===== src/rtl/core/pph_pkg.sv =====
// types, constants and modular helpers for the prefix polynomial hash core
// no dependencies
`default_nettype none

package pph_pkg;

  localparam int DW = 30;

  typedef logic [DW-1:0] word_t;

  localparam word_t MOD_FIRST  = 30'd998244353;
  localparam word_t MOD_SECOND = 30'd1000000007;

  localparam logic [1:0] CMD_CLEAR  = 2'd0;
  localparam logic [1:0] CMD_APPEND = 2'd1;
  localparam logic [1:0] CMD_QUERY  = 2'd2;

  localparam logic [1:0] REG_BASE       = 2'd0;
  localparam logic [1:0] REG_INV_FIRST  = 2'd1;
  localparam logic [1:0] REG_INV_SECOND = 2'd2;

  typedef struct packed {
    logic  start;
    word_t a_first;
    word_t b_first;
    word_t a_second;
    word_t b_second;
  } mm_req_t;

  typedef struct packed {
    logic  done;
    word_t p_first;
    word_t p_second;
  } mm_rsp_t;

  // one conditional subtract, valid for x below 2m
  function automatic word_t red(input logic [DW:0] x, input word_t m);
    word_t r;
    if (x >= {1'b0, m}) r = DW'(x - {1'b0, m});
    else r = x[DW-1:0];
    return r;
  endfunction

  function automatic word_t add_mod(input word_t a, input word_t b, input word_t m);
    return red({1'b0, a} + {1'b0, b}, m);
  endfunction

  function automatic word_t sub_mod(input word_t a, input word_t b, input word_t m);
    word_t r;
    if (a >= b) r = a - b;
    else r = DW'({1'b0, a} + {1'b0, m} - {1'b0, b});
    return r;
  endfunction

  // one msb-first step of shift-and-add modular multiply
  function automatic word_t mm_step(input word_t acc, input word_t b, input logic bit_in,
                                    input word_t m);
    word_t t;
    t = red({acc, 1'b0}, m);
    return red({1'b0, t} + (bit_in ? {1'b0, b} : {(DW+1){1'b0}}), m);
  endfunction

endpackage

`default_nettype wire


===== src/rtl/core/pph_modmul.sv =====
// bit-serial modular multiplier, one lane per modulus, one bit per cycle
// depends on pph_pkg
`default_nettype none

module pph_modmul (
  input  wire logic             clk,
  input  wire logic             rst,
  input  wire pph_pkg::mm_req_t req,
  output pph_pkg::mm_rsp_t      rsp
);

  logic                 busy;
  logic                 done;
  logic [4:0]           cnt;
  pph_pkg::word_t       a_first, a_second;
  pph_pkg::word_t       b_first, b_second;
  pph_pkg::word_t       acc_first, acc_second;

  always_ff @(posedge clk) begin
    if (rst) begin
      busy <= 1'b0;
      done <= 1'b0;
    end else begin
      done <= 1'b0;
      if (req.start) begin
        busy       <= 1'b1;
        cnt        <= 5'(pph_pkg::DW - 1);
        acc_first  <= '0;
        acc_second <= '0;
        a_first    <= req.a_first;
        a_second   <= req.a_second;
        // a needs no reduction, the running value stays below the modulus
        b_first    <= pph_pkg::red({1'b0, req.b_first}, pph_pkg::MOD_FIRST);
        b_second   <= pph_pkg::red({1'b0, req.b_second}, pph_pkg::MOD_SECOND);
      end else if (busy) begin
        acc_first  <= pph_pkg::mm_step(acc_first, b_first, a_first[cnt], pph_pkg::MOD_FIRST);
        acc_second <= pph_pkg::mm_step(acc_second, b_second, a_second[cnt],
                                       pph_pkg::MOD_SECOND);
        if (cnt == 5'd0) begin
          busy <= 1'b0;
          done <= 1'b1;
        end else begin
          cnt <= cnt - 5'd1;
        end
      end
    end
  end

  assign rsp.done     = done;
  assign rsp.p_first  = acc_first;
  assign rsp.p_second = acc_second;

endmodule

`default_nettype wire


===== config.mk =====
export PLATFORM = sky130hd
export DESIGN_NAME = pph_modmul
export DESIGN_NICKNAME = d
export VERILOG_FILES = /design/src/rtl/core/pph_pkg.sv /design/src/rtl/core/pph_modmul.sv
export SDC_FILE = /design/constraint.sdc
export NUM_CORES = 1
export LEC_CHECK = 0
export BUFFER_PORTS_ARGS = -buffer_cell sky130_fd_sc_hd__buf_2
export CORE_UTILIZATION = 38
export DETAILED_ROUTE_END_ITERATION = 10
export PLACE_DENSITY = 0.57
export RECOVER_POWER = 25
export SKIP_LAST_GASP = 1
export SLEW_MARGIN = 20
export SYNTH_ARGS = -nofsm -noshare
export SYNTH_HDL_FRONTEND = slang
export SYNTH_SLANG_ARGS = --single-unit

===== constraint.sdc =====
create_clock -name clk -period 12.69 [get_ports clk]
set_input_delay 2.538 -clock clk [delete_from_list [all_inputs] [get_ports clk]]
set_output_delay 2.538 -clock clk [all_outputs]
set_load 0.02 [all_outputs]

==> reports/metrics.cfg <==
[floorplan]
start_util = 0.388
io_pins = 184
fp.dieH_um = 201
die_area_um2 = 40600
die_w_um = 201
fp.coreArea_um2 = 38900
row_count = 72

[route]
drtIter0Drc = 976
routedWlPerCell_um = 19.1
wl_met2_um = 18800
dr_wl_met3_um = 3420
drt_wl_total_um = 44000
met1_length_um = 20900
viasPerCell = 5.69
vias = 13100
drc = 0
drtPass1Iterations = 5
highest_layer = met5
postRouteAntennaNets = 0

[synth]
synth_edf_count = 185
ys_seq_elements = 187
syn-cell-area_um2 = 15100
yosys-top-cells-count = 185 x edfxtp_1, 146 x nor2_1, 137 x nand2_1, 104 x a21oi_1, 74 x xnor2_1
yosysSeqAreaShare = 0.370
synth_top_area_cell = edfxtp_1
syn_area_per_cell_um2 = 9.33
syn_inst = 1620
synth.distinct_cells = 104
yosysMostFrequentCell = edfxtp_1
synthArstFlopShare = 0
post-synth-top-area-fraction = 0.368
synthFlopType = edfxtp_1
synthTopCellsByArea = edfxtp_1 37%, ha_1 5.8%, xnor2_1 4.3%, xor2_1 4.0%, nor2_1 3.6%
yosys_warnings = 0
syn_nets = 1815

[critical_path]
r2r_setup_slack_ns = 3.83
cp_max_fo = 11
required_ns = 12.90
end_kind = flip-flop
cp-start-kind = flip-flop
ff2ff_path_depth = 25
max_stage_delay_ns = 0.64
cp_slowest_cell = a211oi_2
crit_type = flip-flop to flip-flop
reg2reg_from = acc_first[6]
reg2reg_to = acc_first[4]
cpMostUsedCell = or4_1
worst_ep_arrival_time_ns = 9.07

[finish]
syn_to_final_growth_pct = 13.0
final_area_um2 = 17100
final_layout_size_suffix_gt1_frac = 0.170
nNetsFinal = 1962

[hold_path]
worst_hold_path.endpoint = done
hold_depth = 1
hold_path.class = flip-flop to flip-flop
holdCritStartpoint = busy

[sta]
report.final.hold_viol_count = 0
tightest_slew_ns = 2.30
setup_viol = 0
fin_setup_tns_ns = 0
max_freq_ghz = 0.113
rsz0062_at_grt = false
fin_worst_skew_ns = 0.0143
timing.slew.headroom = -0.533
fin_crit_sh = 0.699
final_max_slew_viol_count = 153
layout_setup_ws_ns = 3.83
finalCriticalPeriod_ns = 8.86

[power_and_ir_drop]
worst_ir_drop_vdd_mv = 0.0993
intPower_mw = 1.75
clkPwrFrac = 0.170
swShare = 0.469
p_comb_frac = 0.569
p_total_mw = 3.29
p_leak_nw = 6.64
power_density_nw_per_um2 = 193
power.share.sequential = 0.261
p_switching_mw = 1.54

[placement]
io_buffers = 183
dp_hpwl_um = 34300
placed_area_um2 = 16500
pre_cts_slack_ns = 3.99
gp_congestion = 0.918

[cts]
hold_buffers = 0
postCtsSetupRepairBufs = 0
clock_latency_ns = 0.47
cts_buffers = 17
clkTransAtPathRegs_ns = 0.08
htree_levels = 4
tritoncts = done
clock-root-buffer = clkbuf_16
post_cts_resized = 0
cts_sinks = 187
clock_path_buffers = 2

[grt]
track_usage = 0.215
grt_overflow = 0
first_global_vias = 12200
grt_start_max_net_pins = 80
grt_pass1_wl_um = 68200
antenna_found_initial = 8

[run]
max_cap_viol_count = 4

[run_status]
status = finished, violations left
violations = capacitance limit, slew limit

worst max-delay path: cells and delay by family (launching register included):
| family | cells | cell delay (ns) |
|---|---|---|
| AOI/OAI and AO/OA | 7 | 2.46 |
| muxes | 1 | 0.32 |
| buffers and inverters | 2 | 0.55 |
| and+or+nand+nor | 13 | 4.26 |
| DFF | 1 | 0.46 |
| xor gates and xnor gates | 1 | 0.16 |
| adders and majority gates | 1 | 0.39 |
worst max-delay path by stage:
| stage | startpoint | to | slack, ns | cells past startpoint |
|---|---|---|---|---|
| 3_3_place_gp | acc_first[6] | acc_first[15] | 4.25 | 24 |
| 2_1_floorplan | req[120] | a_first[0] | 4.12 | 4 |
| 4_1_cts | acc_first[6] | acc_first[4] | 3.95 | 25 |
| 3_5_place_dp | acc_first[6] | acc_first[4] | 3.99 | 25 |
| 5_1_grt | acc_first[6] | acc_first[4] | 3.19 | 25 |
| 6_report | acc_first[6] | acc_first[4] | 3.83 | 25 |
cells by family after synthesis:
| kind of cell | count (synthesis) | synth area share |
|---|---|---|
| buf+inv | 109 | 0.0296 |
| compound gates | 387 | 0.176 |
| mux | 54 | 0.0508 |
| flops | 187 | 0.370 |
| xor+xnor | 143 | 0.0829 |
| fa+ha+maj | 72 | 0.0606 |
| simple gates | 668 | 0.230 |
per-stage QoR:
step	util	cells	hold slack (ns)
2_1_floorplan	-	1620	0.454
3_3_place_gp	0.424	2266	0.472
3_5_place_dp	0.424	2266	0.476
4_1_cts	0.439	2298	0.488
5_1_grt	0.438	2299	0.507
6_report	0.439	2302	0.483
routing by layer:
layer | GRT usage | vias up
met1 | 0.314 | 6210
met2 | 0.320 | 474
met4 | 0.0630 | 8
met5 | 0 | -
li1 | - | 6357
met3 | 0.0428 | 54
area by class of cell:
type                    count  area, µm²
fillers                  3884      21800
diodes                      4       10.0
repair buffers            193        958
well taps                 518        648
flip-flops and latches    187       5600
clock buffers              18        429
inverters                  44        165
clock inverters            14        173
multi-input cells        1324       9090
power groups by stage:
stage                     Clock [mW]  Sequential, mW  Combinational [mW]
after global routing           0.594           0.869                2.06
after global placement             0           0.870                1.83
after detailed placement           0           0.871                1.84
after CTS                      0.571           0.858                1.85
after floorplan                    0           0.904                1.35
final                          0.560           0.859                1.87
sequential cells by signal (all words and copies together) (netlist names), 5 cells and up:
name and cells:
a_first 30, b_second 30, acc_first 30, acc_second 30, cnt 5, a_second 30
b_first 30
cells in the final DEF, fill, tap and decap left out, drive strengths merged, types with 9 or more instances in the layout:
master and n:
nand3 62, nor4 25, a211oi 20, inv 52
nor3 50, xor2 69, and3 24, nor2 146
and2 60, clkbuf 36, nand2 139, a21oi 111
or3 20, mux2i 16, or2 13, nor2b 39
a21o 31, o21bai 9, o21ai 72, mux4 16
ha 70, o31ai 11, mux2 22, edfxtp 185
o21a 17, or4 20, xnor2 74, buf 175
a31oi 20, nand4 19, o211ai 17, nand2b 16
Note: power is estimated with default switching activity, not from simulation.
